==> src/sv/mfrb_pkg.sv <==
// Shared types, codes and constants of the monochrome rectangle blit frame store.
package mfrb_pkg;

   localparam int DEF_MAX_KITS_ACROSS = 8;
   localparam int DEF_MAX_KITS_DOWN   = 8;

   localparam int KITS_W    = 4;
   localparam int POS_W     = 6;
   localparam int DIM_W     = 7;
   localparam int PIX_W     = 8;
   localparam int BPR_W     = 4;
   localparam int REQ_DATA_W = 40;
   localparam int RSP_DATA_W = 24;

   typedef enum logic [1:0] {
      CMD_BEGIN  = 2'd0,
      CMD_SOURCE = 2'd1,
      CMD_READ   = 2'd2,
      CMD_CLEAR  = 2'd3
   } cmd_type;

   typedef enum logic {
      CSR_KITS_ACROSS = 1'b0,
      CSR_KITS_DOWN   = 1'b1
   } csr_index_type;

   typedef struct packed {
      logic [PIX_W-1:0] read_byte;
      logic [BPR_W-1:0] bytes_per_row;
      logic [DIM_W-1:0] rows_to_send;
      logic             paint_done;
      logic             status;
   } result_type;

   // leftmost n pixels of a byte, n from 1 to 8
   function automatic logic [PIX_W-1:0] lead_mask(input logic [BPR_W-1:0] n);
      lead_mask = ~(8'hFF >> n);
   endfunction

endpackage

==> src/sv/mfrb_ram.sv <==
// Generic single-port synchronous RAM with registered read data.
module mfrb_ram #(
   parameter int WIDTH = 8,
   parameter int DEPTH = 512
) (
   input  logic                     clock,
   input  logic                     we,
   input  logic [$clog2(DEPTH)-1:0] addr,
   input  logic [WIDTH-1:0]         wdata,
   output logic [WIDTH-1:0]         rdata
);

   logic [WIDTH-1:0] mem [DEPTH];
   logic [WIDTH-1:0] rdata_ff;

   always_ff @(posedge clock) begin
      if (we) begin
         mem[addr] <= wdata;
      end
      rdata_ff <= mem[addr];
   end

   assign rdata = rdata_ff;

endmodule

==> src/sv/mono_frame_rect_blit.sv <==
// Top level of the monochrome tiled frame store with rectangle blit.
//
//   port group | role     | transfer carries
//   req_*      | slave    | command in tuser, rectangle / source byte in tdata
//   rsp_*      | master   | read byte and paint geometry in tdata, done in tlast, status in tuser
//   csr_*      | write    | kits_across (index 0), kits_down (index 1)
//
// Begin and rejected items finish in ST_IDLE, a screen read goes on to ST_RDOUT, and a source
// byte runs ST_WR0 when it lands in one screen byte and ST_WR0, ST_RD1, ST_WR1 when it
// straddles two: every read-modify-write goes through the single port of the screen RAM.
// Clear sweeps the whole RAM, one byte a cycle; the same sweep runs after reset with
// req_tready low. While a result waits on rsp_tready the next item still runs, then
// holds its result with req_tready low until the result slot frees.
module mono_frame_rect_blit #(
   parameter int MAX_KITS_ACROSS = mfrb_pkg::DEF_MAX_KITS_ACROSS,
   parameter int MAX_KITS_DOWN   = mfrb_pkg::DEF_MAX_KITS_DOWN
) (
   input  logic                               clock,
   input  logic                               reset,
   input  logic                               req_tvalid,
   output logic                               req_tready,
   // x_pos[5:0], y_pos[11:6], rect_width[18:12], rect_height[25:19], source_byte[33:26]
   input  logic [mfrb_pkg::REQ_DATA_W-1:0]    req_tdata,
   // command[1:0]
   input  logic [1:0]                         req_tuser,
   output logic                               rsp_tvalid,
   input  logic                               rsp_tready,
   // read_byte[7:0], bytes_per_row[11:8], rows_to_send[18:12]
   output logic [mfrb_pkg::RSP_DATA_W-1:0]    rsp_tdata,
   output logic                               rsp_tlast,
   // status[0]
   output logic                               rsp_tuser,
   input  logic                               csr_we,
   input  logic                               csr_index,
   input  logic [mfrb_pkg::KITS_W-1:0]        csr_wdata
);

   import mfrb_pkg::*;

   localparam int STORE_ROWS = MAX_KITS_DOWN * 8;
   localparam int STORE_SIZE = MAX_KITS_ACROSS * STORE_ROWS;
   localparam int AW         = $clog2(STORE_SIZE);

   typedef enum logic [2:0] {
      ST_SWEEP,
      ST_IDLE,
      ST_WR0,
      ST_RD1,
      ST_WR1,
      ST_RDOUT,
      ST_HOLD
   } state_type;

   state_type         state_ff, state_in;
   logic [AW-1:0]     sweep_ff, sweep_in;
   logic              clr_cmd_ff, clr_cmd_in;
   logic [KITS_W-1:0] kits_across_ff, kits_across_in;
   logic [KITS_W-1:0] kits_down_ff, kits_down_in;

   logic              paint_active_ff, paint_active_in;
   logic [2:0]        bit_offset_ff, bit_offset_in;
   logic [2:0]        start_column_ff, start_column_in;
   logic [DIM_W-1:0]  clipped_width_ff, clipped_width_in;
   logic [BPR_W-1:0]  bytes_per_row_ff, bytes_per_row_in;
   logic [DIM_W-1:0]  row_cursor_ff, row_cursor_in;
   logic [DIM_W-1:0]  rows_left_ff, rows_left_in;
   logic [BPR_W-1:0]  byte_cursor_ff, byte_cursor_in;

   logic [AW-1:0]     addr0_ff, addr0_in;
   logic [AW-1:0]     addr1_ff, addr1_in;
   logic [PIX_W-1:0]  val0_ff, val0_in;
   logic [PIX_W-1:0]  mask0_ff, mask0_in;
   logic [PIX_W-1:0]  val1_ff, val1_in;
   logic [PIX_W-1:0]  mask1_ff, mask1_in;
   logic              wr1_ff, wr1_in;
   result_type        res_ff, res_in;

   logic              rsp_valid_ff, rsp_valid_in;
   result_type        rsp_res_ff, rsp_res_in;

   logic              mem_we;
   logic [AW-1:0]     mem_addr;
   logic [PIX_W-1:0]  mem_wdata;
   logic [PIX_W-1:0]  mem_rdata;

   logic              done_now;
   result_type        res_now;

   cmd_type           in_cmd;
   logic [POS_W-1:0]  in_x, in_y;
   logic [DIM_W-1:0]  in_w, in_h;
   logic [PIX_W-1:0]  in_src;
   logic              accept;

   logic [KITS_W-1:0] eff_across, eff_down;
   logic [DIM_W-1:0]  scr_w, scr_h;
   logic              x_fits, y_fits;
   logic [DIM_W-1:0]  w_sat, h_sat, room_w, room_h, w_clip, h_clip;
   logic [BPR_W-1:0]  bpr_new;

   logic [DIM_W-1:0]  rem;
   logic [BPR_W-1:0]  n_bits;
   logic [PIX_W-1:0]  src_mask, src_data;
   logic [15:0]       sh_data, sh_mask;
   logic [5:0]        col0, col1, rd_col;
   logic              row_ok, wr0_ok, wr1_ok, rd_ok;
   logic [BPR_W-1:0]  bc_next;
   logic              slot_free;

   function automatic logic [AW-1:0] addr_of(input logic [DIM_W-1:0] row,
                                             input logic [5:0] col);
      logic [AW+7:0] full;
      full = (AW+8)'(row) * (AW+8)'(MAX_KITS_ACROSS) + (AW+8)'(col);
      return full[AW-1:0];
   endfunction

   mfrb_ram #(
      .WIDTH (PIX_W),
      .DEPTH (STORE_SIZE)
   ) u_screen (
      .clock (clock),
      .we    (mem_we),
      .addr  (mem_addr),
      .wdata (mem_wdata),
      .rdata (mem_rdata)
   );

   assign in_cmd = cmd_type'(req_tuser);
   assign in_x   = req_tdata[5:0];
   assign in_y   = req_tdata[11:6];
   assign in_w   = req_tdata[18:12];
   assign in_h   = req_tdata[25:19];
   assign in_src = req_tdata[33:26];

   assign req_tready = (state_ff == ST_IDLE);
   assign accept     = req_tvalid && req_tready;
   assign slot_free  = !rsp_valid_ff || rsp_tready;

   assign eff_across = (kits_across_ff == '0) ? KITS_W'(1) :
                       ({2'b00, kits_across_ff} > 6'(MAX_KITS_ACROSS)) ?
                       KITS_W'(MAX_KITS_ACROSS) : kits_across_ff;
   assign eff_down   = (kits_down_ff == '0) ? KITS_W'(1) :
                       ({2'b00, kits_down_ff} > 6'(MAX_KITS_DOWN)) ?
                       KITS_W'(MAX_KITS_DOWN) : kits_down_ff;
   assign scr_w = {eff_across, 3'b000};
   assign scr_h = {eff_down, 3'b000};

   assign x_fits = {1'b0, in_x} < scr_w;
   assign y_fits = {1'b0, in_y} < scr_h;
   assign w_sat  = (in_w > 7'd64) ? 7'd64 : in_w;
   assign h_sat  = (in_h > 7'd64) ? 7'd64 : in_h;
   assign room_w = scr_w - {1'b0, in_x};
   assign room_h = scr_h - {1'b0, in_y};
   assign w_clip = (w_sat > room_w) ? room_w : w_sat;
   assign h_clip = (h_sat > room_h) ? room_h : h_sat;
   assign bpr_new = BPR_W'(({1'b0, w_clip} + 8'd7) >> 3);

   assign rem      = clipped_width_ff - {byte_cursor_ff[3:0], 3'b000};
   assign n_bits   = (rem >= 7'd8) ? 4'd8 : rem[3:0];
   assign src_mask = lead_mask(n_bits);
   assign src_data = in_src & src_mask;
   assign sh_data  = {src_data, 8'h00} >> bit_offset_ff;
   assign sh_mask  = {src_mask, 8'h00} >> bit_offset_ff;
   assign col0     = {3'b000, start_column_ff} + {2'b00, byte_cursor_ff};
   assign col1     = col0 + 6'd1;
   assign row_ok   = {2'b00, row_cursor_ff} < 9'(STORE_ROWS);
   assign wr0_ok   = row_ok && (col0 < 6'(MAX_KITS_ACROSS));
   assign wr1_ok   = row_ok && (bit_offset_ff != 3'd0) && (col1 < 6'(MAX_KITS_ACROSS)) &&
                     (sh_mask[7:0] != 8'h00);
   assign bc_next  = byte_cursor_ff + 4'd1;

   assign rd_col = {3'b000, in_x[5:3]};
   assign rd_ok  = ({3'b000, in_y} < 9'(STORE_ROWS)) && (rd_col < 6'(MAX_KITS_ACROSS));

   always_comb begin
      state_in         = state_ff;
      sweep_in         = sweep_ff;
      clr_cmd_in       = clr_cmd_ff;
      kits_across_in   = kits_across_ff;
      kits_down_in     = kits_down_ff;
      paint_active_in  = paint_active_ff;
      bit_offset_in    = bit_offset_ff;
      start_column_in  = start_column_ff;
      clipped_width_in = clipped_width_ff;
      bytes_per_row_in = bytes_per_row_ff;
      row_cursor_in    = row_cursor_ff;
      rows_left_in     = rows_left_ff;
      byte_cursor_in   = byte_cursor_ff;
      addr0_in         = addr0_ff;
      addr1_in         = addr1_ff;
      val0_in          = val0_ff;
      mask0_in         = mask0_ff;
      val1_in          = val1_ff;
      mask1_in         = mask1_ff;
      wr1_in           = wr1_ff;
      res_in           = res_ff;
      rsp_valid_in     = rsp_valid_ff && !rsp_tready;
      rsp_res_in       = rsp_res_ff;
      mem_we           = 1'b0;
      mem_addr         = addr0_ff;
      mem_wdata        = (mem_rdata & ~mask0_ff) | (val0_ff & mask0_ff);
      done_now         = 1'b0;
      res_now          = '0;

      if (csr_we) begin
         case (csr_index_type'(csr_index))
            CSR_KITS_ACROSS: kits_across_in = csr_wdata;
            CSR_KITS_DOWN:   kits_down_in   = csr_wdata;
            default:         kits_across_in = kits_across_ff;
         endcase
      end

      case (state_ff)
         ST_SWEEP: begin
            mem_we    = 1'b1;
            mem_addr  = sweep_ff;
            mem_wdata = '0;
            sweep_in  = sweep_ff + AW'(1);
            if (sweep_ff == AW'(STORE_SIZE - 1)) begin
               sweep_in = '0;
               if (clr_cmd_ff) begin
                  clr_cmd_in = 1'b0;
                  done_now   = 1'b1;
               end else begin
                  state_in = ST_IDLE;
               end
            end
         end

         ST_IDLE: begin
            if (accept) begin
               case (in_cmd)
                  CMD_BEGIN: begin
                     paint_active_in = 1'b0;
                     done_now        = 1'b1;
                     if (!x_fits || !y_fits || in_w == '0 || in_h == '0) begin
                        res_now.status = 1'b1;
                     end else begin
                        paint_active_in  = 1'b1;
                        bit_offset_in    = in_x[2:0];
                        start_column_in  = in_x[5:3];
                        clipped_width_in = w_clip;
                        bytes_per_row_in = bpr_new;
                        row_cursor_in    = {1'b0, in_y};
                        rows_left_in     = h_clip;
                        byte_cursor_in   = '0;
                        res_now.bytes_per_row = bpr_new;
                        res_now.rows_to_send  = h_clip;
                     end
                  end

                  CMD_SOURCE: begin
                     if (!paint_active_ff) begin
                        done_now       = 1'b1;
                        res_now.status = 1'b1;
                     end else begin
                        addr0_in = addr_of(row_cursor_ff, col0);
                        addr1_in = addr_of(row_cursor_ff, col1);
                        val0_in  = sh_data[15:8];
                        mask0_in = sh_mask[15:8];
                        val1_in  = sh_data[7:0];
                        mask1_in = sh_mask[7:0];
                        wr1_in   = wr1_ok;
                        mem_addr = addr_of(row_cursor_ff, col0);
                        byte_cursor_in = bc_next;
                        res_in = '0;
                        if (bc_next >= bytes_per_row_ff) begin
                           byte_cursor_in = '0;
                           row_cursor_in  = row_cursor_ff + 7'd1;
                           rows_left_in   = rows_left_ff - 7'd1;
                           if (rows_left_ff == 7'd1) begin
                              paint_active_in   = 1'b0;
                              res_in.paint_done = 1'b1;
                           end
                        end
                        if (wr0_ok) begin
                           state_in = ST_WR0;
                        end else if (wr1_ok) begin
                           state_in = ST_RD1;
                        end else begin
                           done_now = 1'b1;
                           res_now  = res_in;
                        end
                     end
                  end

                  CMD_READ: begin
                     res_in = '0;
                     if (!x_fits || !y_fits) begin
                        done_now       = 1'b1;
                        res_now.status = 1'b1;
                     end else if (rd_ok) begin
                        mem_addr = addr_of({1'b0, in_y}, rd_col);
                        state_in = ST_RDOUT;
                     end else begin
                        done_now = 1'b1;
                     end
                  end

                  CMD_CLEAR: begin
                     clr_cmd_in = 1'b1;
                     sweep_in   = '0;
                     state_in   = ST_SWEEP;
                  end

                  default: state_in = ST_IDLE;
               endcase
            end
         end

         ST_WR0: begin
            mem_we    = 1'b1;
            mem_addr  = addr0_ff;
            mem_wdata = (mem_rdata & ~mask0_ff) | (val0_ff & mask0_ff);
            if (wr1_ff) begin
               state_in = ST_RD1;
            end else begin
               done_now = 1'b1;
               res_now  = res_ff;
            end
         end

         ST_RD1: begin
            mem_addr = addr1_ff;
            state_in = ST_WR1;
         end

         ST_WR1: begin
            mem_we    = 1'b1;
            mem_addr  = addr1_ff;
            mem_wdata = (mem_rdata & ~mask1_ff) | (val1_ff & mask1_ff);
            done_now  = 1'b1;
            res_now   = res_ff;
         end

         ST_RDOUT: begin
            done_now          = 1'b1;
            res_now           = '0;
            res_now.read_byte = mem_rdata;
         end

         ST_HOLD: begin
            done_now = 1'b1;
            res_now  = res_ff;
         end

         default: state_in = ST_IDLE;
      endcase

      if (done_now) begin
         if (slot_free) begin
            rsp_valid_in = 1'b1;
            rsp_res_in   = res_now;
            state_in     = ST_IDLE;
         end else begin
            res_in   = res_now;
            state_in = ST_HOLD;
         end
      end
   end

   always_ff @(posedge clock) begin
      if (reset) begin
         state_ff         <= ST_SWEEP;
         sweep_ff         <= '0;
         clr_cmd_ff       <= 1'b0;
         kits_across_ff   <= KITS_W'(8);
         kits_down_ff     <= KITS_W'(8);
         paint_active_ff  <= 1'b0;
         bit_offset_ff    <= '0;
         start_column_ff  <= '0;
         clipped_width_ff <= '0;
         bytes_per_row_ff <= '0;
         row_cursor_ff    <= '0;
         rows_left_ff     <= '0;
         byte_cursor_ff   <= '0;
         wr1_ff           <= 1'b0;
         rsp_valid_ff     <= 1'b0;
      end else begin
         state_ff         <= state_in;
         sweep_ff         <= sweep_in;
         clr_cmd_ff       <= clr_cmd_in;
         kits_across_ff   <= kits_across_in;
         kits_down_ff     <= kits_down_in;
         paint_active_ff  <= paint_active_in;
         bit_offset_ff    <= bit_offset_in;
         start_column_ff  <= start_column_in;
         clipped_width_ff <= clipped_width_in;
         bytes_per_row_ff <= bytes_per_row_in;
         row_cursor_ff    <= row_cursor_in;
         rows_left_ff     <= rows_left_in;
         byte_cursor_ff   <= byte_cursor_in;
         wr1_ff           <= wr1_in;
         rsp_valid_ff     <= rsp_valid_in;
      end
      addr0_ff   <= addr0_in;
      addr1_ff   <= addr1_in;
      val0_ff    <= val0_in;
      mask0_ff   <= mask0_in;
      val1_ff    <= val1_in;
      mask1_ff   <= mask1_in;
      res_ff     <= res_in;
      rsp_res_ff <= rsp_res_in;
   end

   assign rsp_tvalid = rsp_valid_ff;
   assign rsp_tdata  = {5'b00000, rsp_res_ff.rows_to_send, rsp_res_ff.bytes_per_row,
                        rsp_res_ff.read_byte};
   assign rsp_tlast  = rsp_res_ff.paint_done;
   assign rsp_tuser  = rsp_res_ff.status;

endmodule
==> config.mk <==
export PLATFORM = sky130hd
export DESIGN_NAME = mono_frame_rect_blit
export DESIGN_NICKNAME = d
export VERILOG_FILES = /design/src/sv/mfrb_pkg.sv /design/src/sv/mfrb_ram.sv /design/src/sv/mono_frame_rect_blit.sv
export SDC_FILE = /design/constraint.sdc
export NUM_CORES = 2
export LEC_CHECK = 0
export ABC_AREA = 0
export BUFFER_PORTS_ARGS = -buffer_cell sky130_fd_sc_hd__buf_4
export CAP_MARGIN = 0
export CORE_AREA = 2 2 595 893
export CTS_CLUSTER_SIZE = 16
export DETAILED_ROUTE_END_ITERATION = 8
export DIE_AREA = 0 0 597 895
export RECOVER_POWER = 50
export SLEW_MARGIN = 40
export SYNTH_ARGS = -nofsm -noshare
export SYNTH_HDL_FRONTEND = slang
export SYNTH_SLANG_ARGS = --single-unit
==> constraint.sdc <==
create_clock -name clock -period 33.1 [get_ports clock]
set_clock_uncertainty 0.15 [all_clocks]
set_input_delay 6.62 -clock clock [delete_from_list [all_inputs] [get_ports clock]]
set_output_delay 6.62 -clock clock [all_outputs]
set_load 0.01 [all_outputs]
==> results_dict.tcl <==
set metrics [dict create \
    cp_max_fo 129 \
    p_leak_nw 64.17 \
    hpwl_mm 354.6 \
    die_h_um 895 \
    period_needed_ns 16.79 \
    clk_latency_ns 1.01 \
    fin_setup_tns_ns 0 \
    syn_area_sq_um 173300 \
    synth_cell_types 104 \
    clock-sinks 4253 \
    routed_wirelength_mm 589.5 \
    async_flop_share 0 \
    layout.nets 13218 \
    final-setup-viol-count 0 \
    gp_congestion 0.8791 \
    hold_path_class "reg -> reg" \
    h-tree-depth 5 \
    slew_headroom -3.196 \
    overflow 0 \
    rsz0062_at_grt "false" \
    cp_top_family "buffers and inverters" \
    regToRegStartpoint "state_ff[1]" \
    syn_inst 13331 \
    critPathArrivalTime_ns 16.85 \
    holdPathStages 2 \
    crit_type "reg -> reg" \
    critPathBufInv 5 \
    fin_cells 20397 \
    drc 0 \
    clk_pin_slew_ns 0.08 \
    synth_seq_area_share 0.7318 \
    root_buffer "clkbuf_16" \
    crit_required_ns 33.15 \
    ys_seq_elements 4253 \
    yosysTopAreaCell "edfxtp_1" \
    finalCritPeriodShare 0.5073 \
    die_w_um 597 \
    r2r_cells 7 \
    powerDensity_nw_per_um2 57.41 \
    yosys_most_used_dff "edfxtp_1" \
    track_usage 0.2127 \
    grt_antenna_before_repair 44 \
    synth.avg_cell_area_sq_um 13.00 \
    timing.fmax_ghz 0.05955 \
    vias 115304 \
    drtIter0Drc 16090 \
    critical-path-max-stage-delay_ns 4.39 \
    layout_common_cells "4165 x edfxtp_1, 3036 x nand2_1, 1021 x a21oi_1" \
    syn2layout_area_growth_pct 11.81 \
    path_common_cell "clkbuf_1" \
    layout_commonest_cell "edfxtp_1" \
    worstMarginPinSlew_ns 6.294 \
    ant_nets 0 \
    rows 327 \
    slew_viol_final 4330 \
    crit_path_start "state_ff[1]" \
    cp-end-kind "flop" \
    cts.path.max_buffers 4 \
    ys.warnings.count 0 \
    finalInstanceArea_sq_um 193800 \
    yosysTopAreaCellShare 0.7216 \
    power_mw 11.13 \
    synth_top_cells_by_area "edfxtp_1 72%, nand2_1 6.6%, a21oi_1 3.0%, nand3_1 2.4%, a211oi_1 1.7%" \
    viasPerCell 5.653 \
    vdd_drop_max_v 0.00004135 \
    synth_edf_count 4165 \
    cts_resized 0 \
    critical_path.cell_chain "clkbuf_1 > nor2_1 > o22ai_1 > clkbuf_1 > clkbuf_1 > clkbuf_1 > clkbuf_1" \
    placed_cell_area_sq_um 182000 \
    wl_per_cell_um 28.90 \
    cts_tree "done" \
    cts_buffers 367 \
    crit_path_start_kind "flop" \
    dieArea_sq_um 534300 \
    maxCapViolations 55 \
    cts_setup_buffers 0 \
    drt_pass1_iterations 9 \
    core_sq_um 527000 \
    grt_pass1_vias 108790 \
    cts_hold_buf 0 \
    placedCellCount 19648 \
    drive_gt1_frac 0.09459 \
    start_util 0.3289 \
    min_from "res_ff[15]" \
    grt_max_degree 173 \
    path_depth 7 \
    numPortBuffers 68 \
    slowest_stage "clkbuf_1" \
    hold_viol_final 0 \
    violations "capacitance limit, slew limit" \
    status "finished, violations left" \
    grt_pass1_wl_mm 823.3 \
    ios 80 \
]
[metal layers]
layer / vias to the layer above / global-route usage / wire [um]
li1: 49441 / - / -
met1: 58196 / 0.2495 / 203500
met2: 6225 / 0.3491 / 281600
met3: 1418 / 0.03257 / 52210
met4: 24 / 0.1673 / 52040
met5: - / 0 / 153
[final cells by class]
type,instances,area [sq um]
Fill cell,49851,333200
Sequential cell,4253,126800
Multi-Input combinational cell,8038,43030
Clock buffer,445,9647
Tap cell,6909,8645
Timing Repair Buffer,403,3199
Clock inverter,215,2044
Antenna cell,83,207.7
Inverter,51,196.4
[stage by stage]
step / worst slack (ns) / utilization / hold WS (ns)
floorplan: 15.44 / - / 0.2857
global placement: 17.96 / 0.3438 / 0.2916
detailed placement: 17.94 / 0.3453 / 0.3018
CTS: 18.94 / 0.3675 / 0.3118
global route: 15.44 / 0.3677 / 0.3332
finish: 16.31 / 0.3678 / 0.3087
[worst register-to-register path, stage by stage, from the launching register on]
cell and delay (ns):
dfxtp_1 0.31, clkbuf_1 1.19, nor2_1 0.77, o22ai_1 1.26, clkbuf_1 3.20, clkbuf_1 1.67
clkbuf_1 4.41, clkbuf_1 2.91
[sequential cells by signal (all words and copies together) (netlist names), 8 cells and up]
name and cells:
addr0_ff 9, addr1_ff 9, mask0_ff 8, res_ff 21, rsp_tdata 19, sweep_ff 9
u_screen.mem 4096, u_screen.rdata 8, val0_ff 8
[cells in the mapped netlist, types with 8 or more instances]
cell type / instances
nand3_1: 823
buf_1: 93
o2111ai_1: 22
and3_1: 361
xor2_1: 15
a211o_1: 10
xnor2_1: 14
inv_1: 48
o22ai_1: 41
buf_6: 15
a221oi_1: 29
nand2_1: 3067
nor4_1: 38
o31ai_1: 13
a32o_1: 17
ha_1: 48
nor3_1: 55
o211ai_1: 24
nor2b_1: 22
a211oi_1: 401
a21o_1: 22
nor2_1: 694
mux2i_1: 116
edfxtp_1: 4165
nand2b_1: 14
a31oi_1: 228
a311oi_1: 177
nand4_1: 48
mux2_2: 13
a2111oi_0: 10
or4_1: 14
dfxtp_1: 88
o21ai_0: 135
a21oi_1: 1040
o21a_1: 17
a22o_1: 19
clkbuf_1: 264
buf_2: 542
or3_1: 8
a32oi_1: 109
buf_4: 78
a22oi_1: 224
[power by group]
| group | total [mW] | switching [mW] | internal, mW |
|---|---|---|---|
| combinational | 0.936 | 0.690 | 0.246 |
| sequential | 5.83 | 0.0118 | 5.82 |
| clock | 4.36 | 1.99 | 2.36 |
| total | 11.1 | 2.70 | 8.43 |
[worst paths after layout]
kind | slack, ns | endpoint
setup / recovery | 16.31 | u_screen.mem[271][2]
hold / removal | 0.31 | res_ff[15]
setup reg to reg | 16.31 | u_screen.mem[271][2]
hold reg to reg | 0.31 | res_ff[15]
[kinds of logic after synthesis]
group                      Yosys count  synth area share
and+or+nand+nor                   5209            0.1281
DFF                               4253            0.7318
AOI/OAI and AO/OA                 2611           0.09805
buffers and inverters             1045           0.02893
muxes                              130          0.007674
adders and majority gates           53          0.003985
xor gates and xnor gates            29          0.001465
other                                1        0.00002164
Note: power is estimated with default switching activity, not from simulation.
